## config.mk

```make
export PLATFORM = sky130hd
export DESIGN_NAME = random_looping_step_sequencer
export DESIGN_NICKNAME = d
export VERILOG_FILES = /design/src/hdl/rlss_pkg.sv /design/src/hdl/rlss_front.sv /design/src/hdl/rlss_fifo.sv /design/src/hdl/rlss_back.sv /design/src/hdl/random_looping_step_sequencer.sv
export VERILOG_INCLUDE_DIRS = /design/src /design/src/hdl
export SDC_FILE = /design/constraint.sdc
export NUM_CORES = 1
export LEC_CHECK = 0
export BUFFER_PORTS_ARGS = -buffer_cell sky130_fd_sc_hd__buf_2
export CAP_MARGIN = 15
export CORE_UTILIZATION = 55
export DETAILED_ROUTE_END_ITERATION = 8
export GPL_TIMING_DRIVEN = 1
export PLACE_DENSITY = 0.83
export SYNTH_ARGS = -nofsm -noshare
export SYNTH_HDL_FRONTEND = slang
export SYNTH_HIERARCHICAL = 1
export SYNTH_SLANG_ARGS = --single-unit
```

## constraint.sdc

```tcl
create_clock -name clk -period 3.9 [get_ports clk]
set_input_delay 0.39 -clock clk [delete_from_list [all_inputs] [get_ports clk]]
set_output_delay 0.39 -clock clk [all_outputs]
set_load 0.05 [all_outputs]
```

## src/hdl/random_looping_step_sequencer_defines.svh

```systemverilog
// Assertion macros shared by the sequencer's checking code.
`ifndef RANDOM_LOOPING_STEP_SEQUENCER_DEFINES_SVH
`define RANDOM_LOOPING_STEP_SEQUENCER_DEFINES_SVH

// Same-cycle implication, disabled while reset is held.
`define RLSS_ASSERT_NOW(label, clk, rst, ante, cons, msg) \
  label: assert property (@(posedge clk) disable iff (rst) (ante) |-> (cons)) \
    else $error(msg);

// Next-cycle implication, disabled while reset is held.
`define RLSS_ASSERT_NEXT(label, clk, rst, ante, cons, msg) \
  label: assert property (@(posedge clk) disable iff (rst) (ante) |=> (cons)) \
    else $error(msg);

`endif

```

## src/hdl/rlss_pkg.sv

```systemverilog
// Types, constants and the loop length table of the random looping sequencer.
package rlss_pkg;

  localparam int STEP_SLOTS  = 16;
  localparam int GATE_SLOTS  = 8;
  localparam int QUEUE_DEPTH = 2;

  localparam logic [7:0] CHANGE_FLOOR = 8'd15;

  // Request codes as they arrive on the input channel.
  localparam logic [1:0] REQ_SAMPLE = 2'd0;
  localparam logic [1:0] REQ_WRITE  = 2'd1;
  localparam logic [1:0] REQ_LOCK   = 2'd2;

  // One classified request as it sits in the queue.
  typedef struct packed {
    logic [1:0] kind;
    logic       clock_level;
    logic       normal_mode;
    logic [7:0] change_level;
    logic [2:0] length_select;
    logic       clear_held;
    logic [7:0] decide_byte;
    logic [7:0] value_byte;
    logic [7:0] gate_byte;
    logic [7:0] prob_value;
  } item_t;

  // State of the execution side, for the checks at the top level.
  typedef struct packed {
    logic       idle;
    logic       in_mutate;
    logic       gate;
    logic [3:0] position;
    logic [4:0] active_length;
  } back_status_t;

  function automatic logic [4:0] length_for_select(input logic [2:0] sel);
    logic [4:0] len;
    unique case (sel)
      3'd0:    len = 5'd2;
      3'd1:    len = 5'd3;
      3'd2:    len = 5'd4;
      3'd3:    len = 5'd5;
      3'd4:    len = 5'd6;
      3'd5:    len = 5'd8;
      3'd6:    len = 5'd12;
      default: len = 5'd16;
    endcase
    return len;
  endfunction

endpackage

```

## src/hdl/rlss_front.sv

```systemverilog
// Front end: unpacks incoming requests, drops unused codes and feeds the queue.
module rlss_front (
  input  logic                 s_tvalid,
  output logic                 s_tready,
  input  logic [71:0]          s_tdata,
  input  logic [1:0]           s_tuser,
  input  logic                 q_full,
  output logic                 q_push,
  output rlss_pkg::item_t      q_item
);

  logic known;

  // Requests are taken whenever the queue has room; the unused code is
  // swallowed without reaching the back end.
  assign s_tready = !q_full;
  assign known    = (s_tuser == rlss_pkg::REQ_SAMPLE) || (s_tuser == rlss_pkg::REQ_WRITE) ||
                    (s_tuser == rlss_pkg::REQ_LOCK);
  assign q_push   = s_tvalid && s_tready && known;

  always_comb begin
    q_item.kind          = s_tuser;
    q_item.clock_level   = s_tdata[0];
    q_item.normal_mode   = s_tdata[1];
    q_item.change_level  = s_tdata[9:2];
    q_item.length_select = s_tdata[12:10];
    q_item.clear_held    = s_tdata[13];
    q_item.decide_byte   = s_tdata[28:21];
    q_item.value_byte    = s_tdata[37:30];
    q_item.gate_byte     = s_tdata[61:54];
    q_item.prob_value    = s_tdata[69:62];
  end

endmodule

```

## src/hdl/rlss_fifo.sv

```systemverilog
// Short request queue between the front and the back end.
module rlss_fifo (
  input  logic            clk,
  input  logic            rst,
  input  logic            push,
  input  rlss_pkg::item_t push_item,
  input  logic            pop,
  output logic            full,
  output logic            nonempty,
  output rlss_pkg::item_t head
);

  localparam int PTR_W = $clog2(rlss_pkg::QUEUE_DEPTH);
  localparam int CNT_W = $clog2(rlss_pkg::QUEUE_DEPTH + 1);

  rlss_pkg::item_t  entries [rlss_pkg::QUEUE_DEPTH];
  logic [PTR_W-1:0] wr_ptr;
  logic [PTR_W-1:0] rd_ptr;
  logic [CNT_W-1:0] count;
  logic             do_push;
  logic             do_pop;

  assign full     = (count == CNT_W'(rlss_pkg::QUEUE_DEPTH));
  assign nonempty = (count != '0);
  assign head     = entries[rd_ptr];
  assign do_push  = push && !full;
  assign do_pop   = pop && nonempty;

  always_ff @(posedge clk) begin
    if (do_push) begin
      entries[wr_ptr] <= push_item;
    end
    if (rst) begin
      wr_ptr <= '0;
      rd_ptr <= '0;
      count  <= '0;
    end else begin
      if (do_push) begin
        wr_ptr <= wr_ptr + PTR_W'(1);
      end
      if (do_pop) begin
        rd_ptr <= rd_ptr + PTR_W'(1);
      end
      if (do_push && !do_pop) begin
        count <= count + CNT_W'(1);
      end else if (do_pop && !do_push) begin
        count <= count - CNT_W'(1);
      end
    end
  end

endmodule

```

## src/hdl/rlss_back.sv

```systemverilog
// Back end: sequencer state, step advance with a subtractive modulo, mutation and result register.
module rlss_back (
  input  logic                   clk,
  input  logic                   rst,
  input  logic                   random_mode,
  input  logic                   q_nonempty,
  input  rlss_pkg::item_t        q_head,
  output logic                   q_pop,
  output logic                   m_tvalid,
  input  logic                   m_tready,
  output logic [15:0]            m_tdata,
  output rlss_pkg::back_status_t status
);

  localparam logic [1:0] S_IDLE   = 2'd0;
  localparam logic [1:0] S_MOD    = 2'd1;
  localparam logic [1:0] S_MUTATE = 2'd2;
  localparam logic [1:0] S_EMIT   = 2'd3;

  localparam int POS_W  = $clog2(rlss_pkg::STEP_SLOTS);
  localparam int SLOT_W = $clog2(rlss_pkg::GATE_SLOTS);

  logic [1:0]       state;
  rlss_pkg::item_t  cur;
  logic [7:0]       step_values [rlss_pkg::STEP_SLOTS];
  logic [7:0]       gate_chances [rlss_pkg::GATE_SLOTS];
  logic [15:0]      shift_bits;
  logic [POS_W-1:0] position;
  logic [4:0]       active_length;
  logic [7:0]       active_change;
  logic             editing_on;
  logic             previous_clock;
  logic             gate_out;
  logic [7:0]       held_bits;
  logic             rose;
  logic [4:0]       remainder;

  logic             rising;
  logic             falling;
  logic [4:0]       sel_length;
  logic             apply;
  logic [3:0]       tap;
  logic             fed_bit;
  logic [7:0]       step_byte;
  logic [7:0]       chance;
  logic             out_free;

  assign rising     = !previous_clock && q_head.clock_level;
  assign falling    = previous_clock && !q_head.clock_level;
  assign sel_length = rlss_pkg::length_for_select(q_head.length_select);
  assign q_pop      = (state == S_IDLE) && q_nonempty;
  assign out_free   = !m_tvalid || m_tready;

  always_comb begin
    apply = (active_change > rlss_pkg::CHANGE_FLOOR) && (cur.decide_byte < active_change);
    tap   = 4'((5'd16 - active_length));
    fed_bit = shift_bits[tap] ^ apply;
    if (cur.clear_held) begin
      fed_bit = 1'b0;
    end
    if (cur.clear_held) begin
      step_byte = 8'd0;
    end else if (apply) begin
      step_byte = cur.value_byte;
    end else begin
      step_byte = step_values[position];
    end
    chance = gate_chances[position[SLOT_W-1:0]];
  end

  always_ff @(posedge clk) begin
    if (rst) begin
      state          <= S_IDLE;
      shift_bits     <= '0;
      position       <= '0;
      active_length  <= 5'd2;
      active_change  <= '0;
      editing_on     <= 1'b1;
      previous_clock <= 1'b0;
      gate_out       <= 1'b0;
      held_bits      <= '0;
      m_tvalid       <= 1'b0;
      for (int i = 0; i < rlss_pkg::STEP_SLOTS; i++) begin
        step_values[i] <= '0;
      end
      for (int i = 0; i < rlss_pkg::GATE_SLOTS; i++) begin
        gate_chances[i] <= 8'hFF;
      end
    end else begin
      // A result taken while the next one is ready is replaced in S_EMIT.
      if (m_tvalid && m_tready && (state != S_EMIT)) begin
        m_tvalid <= 1'b0;
      end
      unique case (state)
        S_IDLE: begin
          if (q_nonempty) begin
            cur <= q_head;
            case (q_head.kind)
              rlss_pkg::REQ_WRITE: begin
                gate_chances[q_head.length_select[SLOT_W-1:0]] <= q_head.prob_value;
              end
              rlss_pkg::REQ_LOCK: begin
                editing_on <= 1'b0;
              end
              rlss_pkg::REQ_SAMPLE: begin
                previous_clock <= q_head.clock_level;
                rose           <= rising;
                if (rising) begin
                  if (q_head.normal_mode) begin
                    if (editing_on) begin
                      active_change <= q_head.change_level;
                      active_length <= sel_length;
                    end else if ((q_head.change_level < rlss_pkg::CHANGE_FLOOR) &&
                                 (sel_length == active_length)) begin
                      editing_on <= 1'b1;
                    end
                  end
                  remainder <= 5'(position) + 5'd1;
                  state     <= S_MOD;
                end else begin
                  if (falling) begin
                    gate_out <= 1'b0;
                  end
                  state <= S_EMIT;
                end
              end
              default: begin
              end
            endcase
          end
        end
        S_MOD: begin
          if (remainder >= active_length) begin
            remainder <= remainder - active_length;
          end else begin
            position <= remainder[POS_W-1:0];
            state    <= S_MUTATE;
          end
        end
        S_MUTATE: begin
          if (random_mode) begin
            shift_bits <= {fed_bit, shift_bits[15:1]};
            held_bits  <= shift_bits[8:1];
          end else begin
            step_values[position] <= step_byte;
            held_bits             <= step_byte;
          end
          if ((chance > rlss_pkg::CHANGE_FLOOR) && (cur.gate_byte < chance)) begin
            gate_out <= 1'b1;
          end
          state <= S_EMIT;
        end
        S_EMIT: begin
          if (out_free) begin
            m_tvalid <= 1'b1;
            state    <= S_IDLE;
          end
        end
        default: begin
          state <= S_IDLE;
        end
      endcase
    end
  end

  // Result payload, loaded together with m_tvalid.
  always_ff @(posedge clk) begin
    if ((state == S_EMIT) && out_free) begin
      m_tdata <= {1'b0, position, cur.normal_mode && editing_on, rose, gate_out, held_bits};
    end
  end

  always_comb begin
    status.idle          = (state == S_IDLE);
    status.in_mutate     = (state == S_MUTATE);
    status.gate          = gate_out;
    status.position      = position;
    status.active_length = active_length;
  end

endmodule

```

## src/hdl/random_looping_step_sequencer.sv

```systemverilog
// Top level of the random looping step sequencer.
//
// The block takes requests on the s_ stream channel: s_tuser carries the request
// kind (clock pin sample, gate probability write, editing lock) and s_tdata the
// panel readings and random words. Every clock pin sample produces one result on
// the m_ stream channel; the other two kinds only change state, and the unused
// kind is dropped. The one-bit random_mode register is written through cfg_we
// and cfg_data; the user must write it only while the block is idle (not enforced).
//
// Requests pass through a two-entry queue into the execution side, which handles
// one request at a time. A steady or falling clock sample goes from idle to the
// emit state, and a write or lock is handled in the idle state alone. A rising edge
// also passes the modulo and mutate states: the step advance is a remainder by the
// loop length, worked out by repeated subtraction at one subtraction per cycle.
//
// Synchronous reset clears the queue and the result valid flag and restores every
// step value, gate probability and the step position to its starting value. When the
// receiver stalls, the result waits in the output register and the queue keeps
// taking requests until it is full, after which s_tready falls.
module random_looping_step_sequencer (
  input  logic        clk,
  input  logic        rst,
  input  logic        cfg_we,
  input  logic        cfg_data,    // random_mode
  input  logic        s_tvalid,
  output logic        s_tready,
  // tdata from bit 0: clock_level, normal_mode, change_level[7:0], length_select[2:0],
  // clear_held, rand_decide[15:0], rand_value[15:0], rand_gate[15:0], prob_value[7:0]
  input  logic [71:0] s_tdata,
  input  logic [1:0]  s_tuser,     // req_type
  output logic        m_tvalid,
  input  logic        m_tready,
  // tdata from bit 0: random_bits[7:0], gate_level, new_step, show_on_leds,
  // step_position[3:0]
  output logic [15:0] m_tdata
);

`include "random_looping_step_sequencer_defines.svh"

  logic                   random_mode;
  logic                   q_full;
  logic                   q_push;
  logic                   q_pop;
  logic                   q_nonempty;
  rlss_pkg::item_t        q_item;
  rlss_pkg::item_t        q_head;
  rlss_pkg::back_status_t status;

  // The user must write the mode register only while the block is idle; the block does not enforce this.
  always_ff @(posedge clk) begin
    if (rst) begin
      random_mode <= 1'b0;
    end else if (cfg_we) begin
      random_mode <= cfg_data;
    end
  end

  rlss_front u_front (
    .s_tvalid (s_tvalid),
    .s_tready (s_tready),
    .s_tdata  (s_tdata),
    .s_tuser  (s_tuser),
    .q_full   (q_full),
    .q_push   (q_push),
    .q_item   (q_item)
  );

  rlss_fifo u_fifo (
    .clk       (clk),
    .rst       (rst),
    .push      (q_push),
    .push_item (q_item),
    .pop       (q_pop),
    .full      (q_full),
    .nonempty  (q_nonempty),
    .head      (q_head)
  );

  rlss_back u_back (
    .clk         (clk),
    .rst         (rst),
    .random_mode (random_mode),
    .q_nonempty  (q_nonempty),
    .q_head      (q_head),
    .q_pop       (q_pop),
    .m_tvalid    (m_tvalid),
    .m_tready    (m_tready),
    .m_tdata     (m_tdata),
    .status      (status)
  );

  // Between requests the step position always lies inside the active loop.
  `RLSS_ASSERT_NOW(a_position_in_loop, clk, rst, status.idle,
    status.position < status.active_length, "step position outside the active loop")

  // The gate only rises in the cycle after a step has been mutated.
  `RLSS_ASSERT_NOW(a_gate_rises_on_step, clk, rst, $rose(status.gate),
    $past(status.in_mutate), "gate rose outside a step")

  // A request is never taken from the queue while the back end is busy.
  `RLSS_ASSERT_NEXT(a_single_request, clk, rst, q_pop && q_head.kind == rlss_pkg::REQ_SAMPLE,
    !q_pop, "back end took a second request while busy")

endmodule
```

==> qor.yml <==
worst_setup_path:
  crit_chain: "inv_1 > ha_1 > nand2_1 > nor4b_2 > nand2_1 > o21bai_1 > buf_4"
  worstPathArrival_ns: 3.49
  cp-end-kind: "flip-flop"
  cp_slowest_cell: "nor4b_2"
  cp_common_cell: "nand2_1"
  required_ns: 4.13
  path_class: "flip-flop to flip-flop"
  cpPeakStageDelay_ns: 0.65
  startpoint_type: "flip-flop"
  crit_path_max_fanout: 19
  r2r_slack_ns: 0.64
grt:
  grt.total_usage_pct: 21.74
  first_global_vias: 10020
  grt_max_degree: 52
  grt-ovfl-total: 0
  grt_pass1_wl_um: 54120
  antenna_found_initial: 0
drt:
  via_count: 9813
  routed_wl_um: 34420
  dr.first_iter.drc_count: 954
  wl_per_cell_um: 20.72
  antenna_left: 0
  dr.pass1.iters: 9
  post_drt_via_cell_ratio: 5.908
  drcViolationCount: 1
place:
  dp_cells: 1594
  port_buffers: 70
  place.gp.congestion: 0.8229
  hpwl_um: 23370
finish:
  post_route_cells_drive_above_1_share_pct: 22.92
  n_antenna_cell: 0
  fillers: 2136
  fin_nets: 1349
  final_core_util_pct: 61.15
  final_cells: 1661
  syn_to_final_growth_pct: 8.575
floorplanning:
  start_util_pct: 56.32
  design.die.area_mm2: 0.03228
  fp.dieW_um: 179.7
  rows: 64
  die_h_um: 179.7
  core_mm2: 0.03083
  io_pins: 98
power:
  p_sw_mw: 2.759
  comb_power_share_pct: 17.0
  p_int_mw: 7.685
  power_density_mw_per_mm2: 554.0
  switching_share_pct: 26.42
  p_seq_share_pct: 49.3
  clkPwrFrac_pct: 33.7
  ir_drop_mv: 0.5501
  p_leak_nw: 6.219
min_path:
  min_path_type: "primary input to flip-flop"
sta:
  tns_ns: 0
  finalMaxSlewViolations: 0
  hold_violations: 0
  rsz0062_at_grt: "false"
  max-slew-margin-rel_pct: 29.54
  setup_viol: 0
  fin_crit_sh_pct: 83.64
  timing.fmax_mhz: 306.6
  clock_skew_ns: 0.01047
  worst_pin_slew_ns: 1.055
  finalCriticalPeriod_ns: 3.262
cts:
  cts_setup_buffers: 0
  ctsResizeCount: 0
  cts_tree: "yes"
  htree_levels: 2
  clk-insertion-delay-late_ns: 0.52
  cts.sinks: 392
  clkTransAtPathRegs_ns: 0.06
  clockBufferDepth: 3
  cts_buffers: 39
  hold_buffers: 0
  root_buffer: "clkbuf_16"
run_status:
  outcome: "finished, violations left"
  violations: "design-rule violations"
run:
  maxCapViolations: 0
synth:
  synth-warning-count: 6
  avgSynthCellArea_um2: 14.23
  synth.cell_area_mm2: 0.01736
  synth_nets: 1330
  syn_inst: 1220
[area by class of cell]
type	count	area [um^2]	share of cell area (%)
multi-input combinational	690	5364	28.45
tap	396	495.5	2.628
sequential	392	11200	59.43
timing repair buffer	88	498.0	2.642
inverter	28	105.1	0.5575
clock inverter	13	142.6	0.7566
clock buffer	54	1042	5.529
[layer usage]
metal	part of all wire [%]	global-route usage (%)	up-vias
met5	0	0	-
met4	2.9	7.966	0
met2	49	36.42	455
li1	-	-	4486
met3	9.1	4.498	69
met1	39	28.20	4803
[state kept, by name, summed over array words and instances, names as in the netlist, 4 cells and up, named ones only]
register,cells
u_back/m_tdata,15
u_back/shift_bits,16
u_back/step_values,128
u_back/active_length,5
u_back/cur,26
u_fifo/entries,96
u_back/held_bits,8
u_back/position,4
u_back/gate_chances,64
u_back/remainder,5
u_back/active_change,8
[worst max-delay path: cells and delay by family (launching register included)]
family	cells	cell delay [ns]
fa+ha+maj	1	0.34
simple gates	3	1.44
flops	1	0.34
buf+inv	2	0.34
compound gates	1	0.52
[layout by cell type, fill, tap and decap left out, types with 3 or more instances in the layout]
cell and instances:
edfxtp_1 335, nor2_1 169, buf_2 70, nand2_1 69, dfxtp_1 54, mux4_2 51
mux2_2 48, clkbuf_16 39, a21oi_1 37, nand2b_1 35, ha_1 29, or2_2 28
inv_1 27, mux2i_1 21, o21ai_0 21, or3_1 18, buf_4 17, a21o_1 17
clkbuf_1 14, nor2b_1 14, a22oi_1 12, nand3_1 10, a211o_1 9, and2_1 8
mux2i_4 8, or4_1 7, xnor2_1 6, xor2_1 6, nor3_1 6, o21bai_1 5
nor4_1 5, clkinv_1 4, clkinv_2 4, a31o_2 4, mux4_1 4, bufinv_16 3
nor3b_1 3, nand3b_1 3, dfxtp_2 3
[through the flow]
stage               setup WS (ns)  hold WS, ns  cell area [um^2]  power, mW
floorplan                   1.130       0.4003             17360      6.542
finish                     0.6380      0.06286             18850      10.44
CTS                        0.6561      0.04435             18850      10.50
global placement           0.7909       0.4065             17670      6.920
global route               0.3724      0.04340             18850      10.83
detailed placement         0.6770       0.4190             17670      6.997
[power by group through the flow]
stage / sequential [mW] / clock [mW] / combinational (mW)
floorplan: 5.15 / 0 / 1.39
global placement: 5.21 / 0 / 1.71
detailed placement: 5.24 / 0 / 1.76
CTS: 5.15 / 3.57 / 1.78
global route: 5.18 / 3.72 / 1.93
finish: 5.15 / 3.52 / 1.78
[worst paths after layout]
path,end,start,cells past startpoint
hold / removal,u_fifo/entries[0][32]$_DFFE_PP_,s_tdata[13],1
hold reg to reg,u_back/m_tdata[9]$_DFFE_PP_,u_back/rose$_DFFE_PP_,0
setup reg to reg,u_back/gate_chances[5][7]$_SDFFCE_PN1P_,u_back/state[0]$_SDFFE_PP0P_,7
setup / recovery,u_back/gate_chances[5][7]$_SDFFCE_PN1P_,u_back/state[0]$_SDFFE_PP0P_,7
No activity file was read; power rests on OpenSTA's default activity.
